File: src/design/rlpe_pkg.sv
// Shared types and constants for the RLP prefix encoder.
`default_nettype none

package rlpe_pkg;

   // Length bytes the long form may carry (saturating beyond this).
   localparam int LENGTH_BYTES = 4;
   // Payload length field is 32 bits, so at most four length bytes are ever needed.
   localparam int CAP_BYTES = (LENGTH_BYTES < 4) ? LENGTH_BYTES : 4;
   localparam int CAP_W     = 8 * CAP_BYTES;
   localparam int NLEN_W    = $clog2(CAP_BYTES + 1);
   localparam int STEP_W    = $clog2(CAP_BYTES + 2);
   localparam int LIDX_W    = (CAP_BYTES > 1) ? $clog2(CAP_BYTES) : 1;

   localparam logic [7:0] STRING_OFFSET = 8'h80;
   localparam logic [7:0] LIST_OFFSET   = 8'hC0;
   localparam logic [7:0] SINGLE_LIMIT  = 8'h80;
   localparam logic [31:0] SHORT_LIMIT  = 32'd56;
   localparam logic [7:0] LONG_BASE     = 8'd55;

   localparam int QUEUE_DEPTH = 2;
   localparam int QPTR_W      = (QUEUE_DEPTH > 1) ? $clog2(QUEUE_DEPTH) : 1;
   localparam int QCNT_W      = $clog2(QUEUE_DEPTH + 1);

   // One classified item: what the back end has to emit.
   typedef struct packed {
      logic                            has_prefix;
      logic [7:0]                      prefix_byte;
      logic [NLEN_W-1:0]               n_len;
      logic [CAP_BYTES-1:0][7:0]       len_bytes;
      logic [7:0]                      data_byte;
   } item_desc_type;

   typedef struct packed {
      logic empty;
      logic full;
   } queue_status_type;

   typedef struct packed {
      logic mid_item;   // back end has emitted part of the head item
      logic pop;        // head item fully handed to the output register
   } back_status_type;

endpackage

`default_nettype wire

File: src/design/rlpe_front.sv
// Front end: classifies one input byte into an emission descriptor.
`default_nettype none

module rlpe_front (
   input  wire logic                   item_kind,
   input  wire logic [31:0]            payload_length,
   input  wire logic [7:0]             data_byte,
   input  wire logic                   starts_item,
   output rlpe_pkg::item_desc_type     desc
);

   logic [7:0]                       offset;
   logic [rlpe_pkg::CAP_W-1:0]       len_cap;
   logic [rlpe_pkg::NLEN_W-1:0]      n_len;
   logic [rlpe_pkg::CAP_BYTES-1:0][7:0] len_bytes;

   assign offset = item_kind ? rlpe_pkg::LIST_OFFSET : rlpe_pkg::STRING_OFFSET;

   // Saturate lengths wider than the length byte budget.
   always_comb begin
      if ((payload_length >> rlpe_pkg::CAP_W) != 32'd0) begin
         len_cap = '1;
      end else begin
         len_cap = payload_length[rlpe_pkg::CAP_W-1:0];
      end
      len_bytes = len_cap;
      n_len = '0;
      for (int i = 0; i < rlpe_pkg::CAP_BYTES; i++) begin
         if (len_bytes[i] != 8'd0) begin
            n_len = rlpe_pkg::NLEN_W'(i + 1);
         end
      end
   end

   always_comb begin
      desc             = '0;
      desc.data_byte   = data_byte;
      desc.len_bytes   = len_bytes;
      if (!starts_item) begin
         desc.has_prefix = 1'b0;
      end else if (payload_length == 32'd0) begin
         // empty item: offset alone
         desc.has_prefix = 1'b0;
         desc.data_byte  = offset;
      end else if (!item_kind && payload_length == 32'd1 && data_byte < rlpe_pkg::SINGLE_LIMIT) begin
         desc.has_prefix = 1'b0;
      end else if (payload_length < rlpe_pkg::SHORT_LIMIT) begin
         desc.has_prefix  = 1'b1;
         desc.prefix_byte = offset + payload_length[7:0];
      end else begin
         desc.has_prefix  = 1'b1;
         desc.n_len       = n_len;
         desc.prefix_byte = offset + rlpe_pkg::LONG_BASE + 8'(n_len);
      end
   end

endmodule

`default_nettype wire

File: src/design/rlpe_queue.sv
// Short descriptor queue between front and back ends.
`default_nettype none

module rlpe_queue (
   input  wire logic                       clock,
   input  wire logic                       reset,
   input  wire logic                       push,
   input  wire rlpe_pkg::item_desc_type    push_desc,
   input  wire logic                       pop,
   output rlpe_pkg::item_desc_type         head_desc,
   output rlpe_pkg::queue_status_type      status
);

   rlpe_pkg::item_desc_type entries_ff [rlpe_pkg::QUEUE_DEPTH];
   logic [rlpe_pkg::QPTR_W-1:0] wr_ptr_ff, wr_ptr_in;
   logic [rlpe_pkg::QPTR_W-1:0] rd_ptr_ff, rd_ptr_in;
   logic [rlpe_pkg::QCNT_W-1:0] count_ff, count_in;
   logic                        do_push, do_pop;

   assign status.empty = (count_ff == '0);
   assign status.full  = (count_ff == rlpe_pkg::QCNT_W'(rlpe_pkg::QUEUE_DEPTH));
   assign head_desc    = entries_ff[rd_ptr_ff];

   assign do_push = push && !status.full;
   assign do_pop  = pop && !status.empty;

   function automatic logic [rlpe_pkg::QPTR_W-1:0] ptr_next(
      input logic [rlpe_pkg::QPTR_W-1:0] p);
      if (p == rlpe_pkg::QPTR_W'(rlpe_pkg::QUEUE_DEPTH - 1)) begin
         return '0;
      end
      return p + 1'b1;
   endfunction

   always_comb begin
      wr_ptr_in = do_push ? ptr_next(wr_ptr_ff) : wr_ptr_ff;
      rd_ptr_in = do_pop ? ptr_next(rd_ptr_ff) : rd_ptr_ff;
      count_in  = count_ff;
      if (do_push && !do_pop) begin
         count_in = count_ff + 1'b1;
      end else if (do_pop && !do_push) begin
         count_in = count_ff - 1'b1;
      end
   end

   always_ff @(posedge clock) begin
      if (reset) begin
         wr_ptr_ff <= '0;
         rd_ptr_ff <= '0;
         count_ff  <= '0;
      end else begin
         wr_ptr_ff <= wr_ptr_in;
         rd_ptr_ff <= rd_ptr_in;
         count_ff  <= count_in;
      end
   end

   always_ff @(posedge clock) begin
      if (do_push) begin
         entries_ff[wr_ptr_ff] <= push_desc;
      end
   end

endmodule

`default_nettype wire

File: src/design/rlpe_back.sv
// Back end: serializes a descriptor into output bytes through the output register.
`default_nettype none

module rlpe_back (
   input  wire logic                       clock,
   input  wire logic                       reset,
   input  wire rlpe_pkg::item_desc_type    head_desc,
   input  wire rlpe_pkg::queue_status_type q_status,
   output rlpe_pkg::back_status_type       status,
   output logic                            rsp_valid,
   input  wire logic                       rsp_ready,
   output logic [7:0]                      rsp_out_byte,
   output logic                            rsp_run_last
);

   logic [rlpe_pkg::STEP_W-1:0] step_ff, step_in;
   logic [rlpe_pkg::STEP_W-1:0] last_step, n_ext, lidx_full;
   logic                        rsp_valid_ff, rsp_valid_in;
   logic [7:0]                  out_byte_ff, out_byte_in;
   logic                        run_last_ff, run_last_in;
   logic                        load, fire, at_last;

   assign n_ext     = rlpe_pkg::STEP_W'(head_desc.n_len);
   assign last_step = head_desc.has_prefix ? n_ext + 1'b1 : '0;
   assign at_last   = (step_ff == last_step);
   assign lidx_full = n_ext - step_ff;

   assign load = !rsp_valid_ff || rsp_ready;
   assign fire = load && !q_status.empty;

   always_comb begin
      if (head_desc.has_prefix && step_ff == '0) begin
         out_byte_in = head_desc.prefix_byte;
      end else if (!at_last) begin
         out_byte_in = head_desc.len_bytes[lidx_full[rlpe_pkg::LIDX_W-1:0]];
      end else begin
         out_byte_in = head_desc.data_byte;
      end
      run_last_in  = at_last;
      step_in      = fire ? (at_last ? '0 : step_ff + 1'b1) : step_ff;
      rsp_valid_in = fire || (rsp_valid_ff && !rsp_ready);
   end

   always_ff @(posedge clock) begin
      if (reset) begin
         step_ff      <= '0;
         rsp_valid_ff <= 1'b0;
      end else begin
         step_ff      <= step_in;
         rsp_valid_ff <= rsp_valid_in;
      end
   end

   always_ff @(posedge clock) begin
      if (fire) begin
         out_byte_ff <= out_byte_in;
         run_last_ff <= run_last_in;
      end
   end

   assign status.mid_item = (step_ff != '0);
   assign status.pop      = fire && at_last;

   assign rsp_valid    = rsp_valid_ff;
   assign rsp_out_byte = out_byte_ff;
   assign rsp_run_last = run_last_ff;

endmodule

`default_nettype wire

File: src/design/rlp_prefix_encoder_core.sv
// Top level of the RLP prefix encoder: front classifier, descriptor queue, byte serializer.
//
// Usage:
//   req_* channel carries one byte per transfer: item_kind, payload_length and
//   starts_item describe the item on its first byte; later bytes pass through.
//   rsp_* channel carries encoded bytes; rsp_run_last marks the last byte
//   produced by one request transfer.
// Path: with an empty queue, the request transfer writes the queue entry and the
//   output register then loads from the queue head, raising rsp_valid.
// Throughput: one output byte per cycle while rsp_ready is high. A pass-through
//   byte, a single small string byte or an empty item yields one byte; a short
//   item two; a long item 2 + n bytes, n the count of length bytes (1..4). The
//   serializer emits one byte per cycle from the head of a two-entry queue, so the
//   request side keeps flowing until the queue fills behind a multi-byte prefix.
// Reset: synchronous, clears queue pointers, serializer step and rsp_valid;
//   no item in flight survives.
// Stall: when rsp_ready is low with rsp_valid set the output register holds; the
//   serializer stops, the queue fills and req_ready drops once both entries are taken.
`default_nettype none

module rlp_prefix_encoder_core (
   input  wire logic        clock,
   input  wire logic        reset,
   input  wire logic        req_valid,
   output logic             req_ready,
   input  wire logic        req_item_kind,
   input  wire logic [31:0] req_payload_length,
   input  wire logic [7:0]  req_data_byte,
   input  wire logic        req_starts_item,
   output logic             rsp_valid,
   input  wire logic        rsp_ready,
   output logic [7:0]       rsp_out_byte,
   output logic             rsp_run_last
);

   rlpe_pkg::item_desc_type    front_desc;
   rlpe_pkg::item_desc_type    head_desc;
   rlpe_pkg::queue_status_type q_status;
   rlpe_pkg::back_status_type  back_status;
   logic                       req_xfer;

   // Ready only depends on queue space, never on serializer state.
   assign req_ready = !q_status.full;
   assign req_xfer  = req_valid && req_ready;

   rlpe_front u_front (
      .item_kind      (req_item_kind),
      .payload_length (req_payload_length),
      .data_byte      (req_data_byte),
      .starts_item    (req_starts_item),
      .desc           (front_desc)
   );

   rlpe_queue u_queue (
      .clock     (clock),
      .reset     (reset),
      .push      (req_xfer),
      .push_desc (front_desc),
      .pop       (back_status.pop),
      .head_desc (head_desc),
      .status    (q_status)
   );

   rlpe_back u_back (
      .clock        (clock),
      .reset        (reset),
      .head_desc    (head_desc),
      .q_status     (q_status),
      .status       (back_status),
      .rsp_valid    (rsp_valid),
      .rsp_ready    (rsp_ready),
      .rsp_out_byte (rsp_out_byte),
      .rsp_run_last (rsp_run_last)
   );

   // Serializer only pops an item that is present.
   a_pop_nonempty: assert property (@(posedge clock) disable iff (reset)
      back_status.pop |-> !q_status.empty)
      else $error("pop from empty queue");

   // Partway through an item, its descriptor must still be at the head.
   a_mid_item_held: assert property (@(posedge clock) disable iff (reset)
      back_status.mid_item |-> !q_status.empty)
      else $error("serializer mid item with empty queue");

   // Output register is empty right after reset.
   a_reset_clears_rsp: assert property (@(posedge clock)
      $past(reset) |-> !rsp_valid)
      else $error("rsp_valid set after reset");

   // A full queue with no output progress keeps the request side stalled.
   a_full_stall: assert property (@(posedge clock) disable iff (reset)
      (q_status.full && rsp_valid && !rsp_ready) |=> !req_ready)
      else $error("request accepted while stalled and full");

endmodule

`default_nettype wire
File: config.mk
export PLATFORM = sky130hd
export DESIGN_NAME = rlp_prefix_encoder_core
export DESIGN_NICKNAME = d
export VERILOG_FILES = /design/src/design/rlpe_pkg.sv /design/src/design/rlpe_front.sv /design/src/design/rlpe_queue.sv /design/src/design/rlpe_back.sv /design/src/design/rlp_prefix_encoder_core.sv
export SDC_FILE = /design/constraint.sdc
export NUM_CORES = 1
export LEC_CHECK = 0
export BUFFER_PORTS_ARGS = -buffer_cell sky130_fd_sc_hd__buf_2
export CELL_PAD_IN_SITES_DETAIL_PLACEMENT = 0
export CELL_PAD_IN_SITES_GLOBAL_PLACEMENT = 2
export CORE_UTILIZATION = 43
export CTS_CLUSTER_DIAMETER = 30
export DETAILED_ROUTE_END_ITERATION = 10
export PLACE_DENSITY_LB_ADDON = 0.08
export SLEW_MARGIN = 20
export SYNTH_ARGS = -nofsm -noshare
export SYNTH_HDL_FRONTEND = slang
export SYNTH_SLANG_ARGS = --single-unit
File: constraint.sdc
create_clock -name clock -period 4.9 [get_ports clock]
set_input_delay 0.98 -clock clock [delete_from_list [all_inputs] [get_ports clock]]
set_output_delay 0.98 -clock clock [all_outputs]
set_load 0.02 [all_outputs]
**Word level (Yosys, flattened, before mapping)**

Memory sizes are Yosys's and may differ from the RTL's. A register that Yosys moved wholly into a read port is not among the register bits.
Index checks and enable logic that the tools add are counted.

- Add/subtract/negate cells: 10
- Equal/unequal tests: 3
- $lt $le $gt $ge: 3
- Mux-type cells: 33
- Reduce and logical (&&, ||, !) cells: 28

Operator list:

| cell | number |
|---|---|
| $mux 8 | 6 |
| $mux 11 | 3 |
| $eq 32x1->1 const B | 1 |
| $logic_not 32->1 | 1 |
| $lt 32x6->1 const B | 1 |
| $reduce_bool 8->1 | 4 |
| $bmux 8 s2 | 1 |
| $mux 3 | 5 |
| $mux 1 | 14 |
| $logic_and 1x1->1 | 11 |
| $add 8x3->8 | 1 |
| $add 8x6->8 const B | 1 |
| $add 8x8->8 | 1 |
| $lt 8x8->1 const B | 1 |
| $logic_not 1->1 | 7 |
| $mux 7 | 1 |
| $add 3x1->3 const B | 2 |
| $mux 2 | 3 |
| $eq 3x3->1 | 1 |
| $logic_not 3->1 | 1 |
| $lt 2x3->1 const B | 1 |
| $add 1x1->1 const B | 2 |
| $add 2x1->2 const B | 1 |
| $eq 2x2->1 const B | 1 |
| 5 further kinds | 6 |

- Memory bits (writable): 104
- Input bits: 46
- Memories: 1
- Output and inout bits: 11
- Word-level logic and storage cells: 85
- Flip-flop bits (word level): 17

Memories:

| name | depth | bits a word | rd ports | clocked after Yosys merged registers in | wr ports | line | text |
|---|---|---|---|---|---|---|---|
| u_queue.entries_ff | 2 | 52 | 1 | 1 | 1 | rlpe_queue.sv:14 | `rlpe_pkg::item_desc_type entries_ff [rlpe_pkg::QUEUE_DEPTH];` |

**Logic depth before layout (Yosys ltp)**

- Depth in word-level cells: 10
- Mapped depth: 16
- Mapped depth without buffers: 12

**By module**

From an unflattened synthesis, not the netlist that was laid out.

- Cells, all modules: 439
- Area, all modules: 5921.9 um^2

Modules (own cells, without submodules):

| module | instances | sequential area each (um^2) | cells each | area an instance (um^2) |
|---|---|---|---|---|
| rlpe_queue | 1 | 3223.1 | 187 | 3956.3 |
| rlpe_back | 1 | 350.3 | 153 | 1172.4 |
| rlpe_front | 1 | 0.0 | 97 | 783.3 |
| rlp_prefix_encoder_core | 1 | 0.0 | 2 | 10.0 |

**Least setup slack after synthesis**

OpenSTA, ideal clock, no wires.

- Path type: input-to-reg
- From: in req_valid
- To: mem u_queue.entries_ff[0][0] in the netlist's numbering, enable pin
- Slack: 1183 ps
- Data required time: 4438 ps
- Cell stages on the path: 2
- Library setup time: 462 ps
- Data arrival time: 3255 ps
- Path through: nand2_1 -> nor2_1

- Word-level cells in the longest chain between the ends: 4

RTL lines:

| what | line | text |
|---|---|---|
| from (decl) | rlp_prefix_encoder_core.sv:24 | `input wire logic req_valid,` |
| $logic_and 1x1->1 | rlp_prefix_encoder_core.sv:44 | `assign req_xfer = req_valid && req_ready;` |
| $logic_and 1x1->1 | rlpe_queue.sv:24 | `assign do_push = push && !status.full;` |
| $mux 1 | rlpe_queue.sv:59 | `if (do_push) begin` |
| $mux 1 (not written as such) | rlpe_queue.sv:60 | `entries_ff[wr_ptr_ff] <= push_desc;` |
| to (decl) | rlpe_queue.sv:14 |  |

Every way passes these cells.

==> summary.md <==
| Metric | Value |
|---|---|
| Area growth syn-to-layout | 17.93% |
| Hold-fix buffers, CTS | 0 |
| Input/output buffers | 56 |
| Critical path class | reg2reg |
| Maxcap violations | 0 |
| Area of the multi-input gates | between 1500 and 2000 µm² |
| R2R cell count | 11 |
| Clk buf depth | 2 |
| Flip-flop and latch area | 3575 µm² |
| # Post-CTS Setup Buffers | 0 |
| Initial DRC Count | around 180 |
| Number of global-route vias before repair | ~3000 |
| Pleak | 2.176 nW |
| Critical path's largest stage delay | approximately 460 ps |
| Synth Warn # | 0 |
| Worst IR drop on VDD | 0.2733 mV |
| Clock H-tree levels | 4 |
| Synthesized cell area | around 5300 µm² |
| Final period demand of the worst path | around 3100 ps |
| Distinct cells, synth | 48 |
| Worst-Skew Late Latency | around 410 ps |
| Fin. Hold Viols | 0 |
| Clock transition at path regs | 50 ps |
| CP required | 5240 ps |
| DPL Wire Length | slightly above 7 mm |
| Final total negative setup slack | 0 ps |
| Worst-path fanout max | 14 |
| Final Core Density | 0.5200 |
| Pre-CTS setup slack | between 1500 and 2000 ps |
| Most used cell, CP | ha_1 |
| Synth Area in Compound Gates | 0.05363 |
| Worst hold path class | reg2reg |
| Top-area cell type share of the netlist area | 0.6407 |
| Via/cell ratio | 5.486 |
| Final WS setup | roughly 1800 ps |
| N_diodes | 0 |
| Unrepaired setup endpoints after global routing | no |
| Critical path endpoint category | flip-flop |
| Fin. max-slew vios | 0 |
| Pin count of the biggest net entering global routing | 34 |
| Worst-Margin Slew | 822.5 ps |
| Root Driver | clkbuf_16 |
| Relative slew slack | 0.4517 |
| Synth Area in XOR/XNOR | 0.02173 |
| Reg-to-Reg End | u_queue.count_ff[1] |
| Fraction of layout cells with a size suffix above 1 | 0.3241 |
| Largest family of logic cells by synthesized area | multiplexers |
| Die ar. | 12760 µm² |
| GP Congestion | around 0.74 |
| Status | complete, no violations |
| Fin Hold WS | around 500 ps |
| Slowest cell on the critical path | dfxtp_2 |
| Final period utilization | 0.6250 |
| CORE AREA | approximately 12000 µm² |
| Critical path startpoint category | flip-flop |
| CTS sink cnt | between 100 and 150 |
| Reg2reg setup slack | about 1800 ps |
| Fmax | ~330 MHz |
| Critical path arrival | 3400 ps |
| Synthesized area per cell | 16.40 µm² |
| CTS tree | built |
| Most frequent cells in the layout | edfxtp_1, buf_2, mux2_2 |
| Worst path cell trace | mux2_2 -> ha_1 -> xnor2_1 -> o32ai_2 -> xor2_1 -> buf_4 -> nor2_1 -> nand2_1 -> ha_1 -> or3_1 -> a21oi_1 |
| Inserted Clock Buffers | 17 |
| DRT Pass-1 Iters | 4 |
| Initial antenna violation count | 0 |
| Die W | 113.0 µm |
| Residual DRC | 0 |
| WHS Path Cells | 2 |
| #FFs+latches synth | about 120 |
| Post-synthesis cell count | ~320 |
| Mux cell area share after synthesis | 0.1292 |
| Syn_nets | 376 |
| Synth Area in Adders | 0.01654 |
| # IOs | 57 |
| GRT Total Usage | 0.1849 |
| First-pass GRT wire length | roughly 17 mm |
| Setup clock skew after layout | just over 9 ps |
| Post-DRT Antenna Nets | 0 |
| PostCTS Resize Cnt | 0 |
| Cell accounting for the most synthesized area | edfxtp_1 |
| Final setup viols | 0 |
| Final total power | 3.810 mW |
| Chip height | 113.0 µm |
| Post-layout net count | between 400 and 500 |
| Final wirelength | 10.70 mm |
| Commonest non-fill, non-tap cell in the layout | edfxtp_1 |
| FILL cells | ~1000 |
| Largest cells by area after synthesis | edfxtp_1, mux4_2, mux2_2, dfxtp_1, a211oi_1 |
| Hold Crit Endpoint | u_back.rsp_valid |
| HP Start | u_back.rsp_valid |
| # rows | 40 |
| Power Density | 609.9 nW/µm² |
| Total grt overflow | 0 |
| Post-synthesis simple-gate area fraction | 0.07961 |
| Initial Utilization | 0.4409 |
| Vias | ~3000 |
| DR WL/cell | around 20 µm |
| Seq/Total Area, Yosys | 0.6747 |
metrics by stage:
stage                     area [µm²]  instances
after floorplan                 5296        323
after global placement          5708        515
after detailed placement        5708        515
after CTS                       6246        545
after global routing            6246        545
final                           6246        545
worst max path at each step:
stage	cells past startpoint	startpoint	slack [ps]	to
2_1_floorplan	2	req_valid	1180	u_queue.entries_ff[0][0]
3_3_place_gp	5	req_payload_length[19]	1780	u_queue.entries_ff[0][6]
3_5_place_dp	5	req_payload_length[19]	1730	u_queue.entries_ff[1][6]
4_1_cts	11	flip-flop	1770	u_queue.count_ff[1]
5_1_grt	9	flip-flop	1570	u_queue.count_ff[1]
6_report	11	flip-flop	1840	u_queue.count_ff[1]
layer usage:
| layer | track usage | vias up | routed length [µm] |
|---|---|---|---|
| met5 | 0 | - | 0 |
| met2 | 0.3049 | 50 | 5371 |
| met4 | 0.07018 | 0 | 142 |
| li1 | - | 1420 | - |
| met1 | 0.2298 | 1508 | 4843 |
| met3 | 0.05731 | 12 | 346 |
worst max-delay path, delay by kind of cell, from the launching register on:
kind	cells	cell delay, ps
xor gates and xnor gates	2	250
and+or+nand+nor	3	590
buffers and inverters	1	210
DFF	1	460
adders and majority gates	2	600
AOI/OAI and AO/OA	2	440
muxes	1	430
synth_stat cells, drive strengths merged:
library cell and n:
nor3 2, nand3b 1, nor4bb 1, a21oi 10
and3 2, and2 2, inv 10, xnor2 5
buf 11, a21o 2, nand2 12, or4 1
nand3 4, nor2b 7, o22ai 1, dfxtp 9
a31oi 1, xor2 6, o211ai 3, nor2 11
and3b 1, mux2i 11, a211oi 17, clkbuf 4
or2 1, o21ai 4, or3b 1, nand2b 2
o31ai 1, edfxtp 113, and4 3, or3 1
nand4 3, nor4 15, a311oi 1, nor3b 1
ha 7, mux4 16, o32ai 1, mux2 19
cell type report:
type / count / share of cell area
Sequential cell: 122 / 0.5723
Clock inverter: 12 / 0.01743
Timing Repair Buffer: 60 / 0.04968
Multi-Input combinational cell: 176 / 0.2564
Inverter: 10 / 0.006010
Tap cell: 147 / 0.02945
Clock buffer: 18 / 0.06871
state kept, by name, indices dropped and copies added, names as in the netlist, named ones only:
register,cells
u_back.rsp_out_byte,8
u_back.rsp_run_last,1
u_back.rsp_valid,1
u_back.step_ff,3
u_queue.count_ff,2
u_queue.entries_ff,104
u_queue.rd_ptr_ff,1
u_queue.wr_ptr_ff,1
cells by family after synthesis:
group	after synthesis
flops	122
simple gates	71
mux	46
compound gates	41
buf+inv	25
xor+xnor	11
fa+ha+maj	7
power by group:
| part | total (mW) | switching, mW | internal [mW] |
|---|---|---|---|
| clock network | 1.15 | 0.426 | 0.728 |
| registers | 1.47 | 0.0728 | 1.40 |
| logic | 1.18 | 0.679 | 0.505 |
No activity file was read; power rests on OpenSTA's default activity.
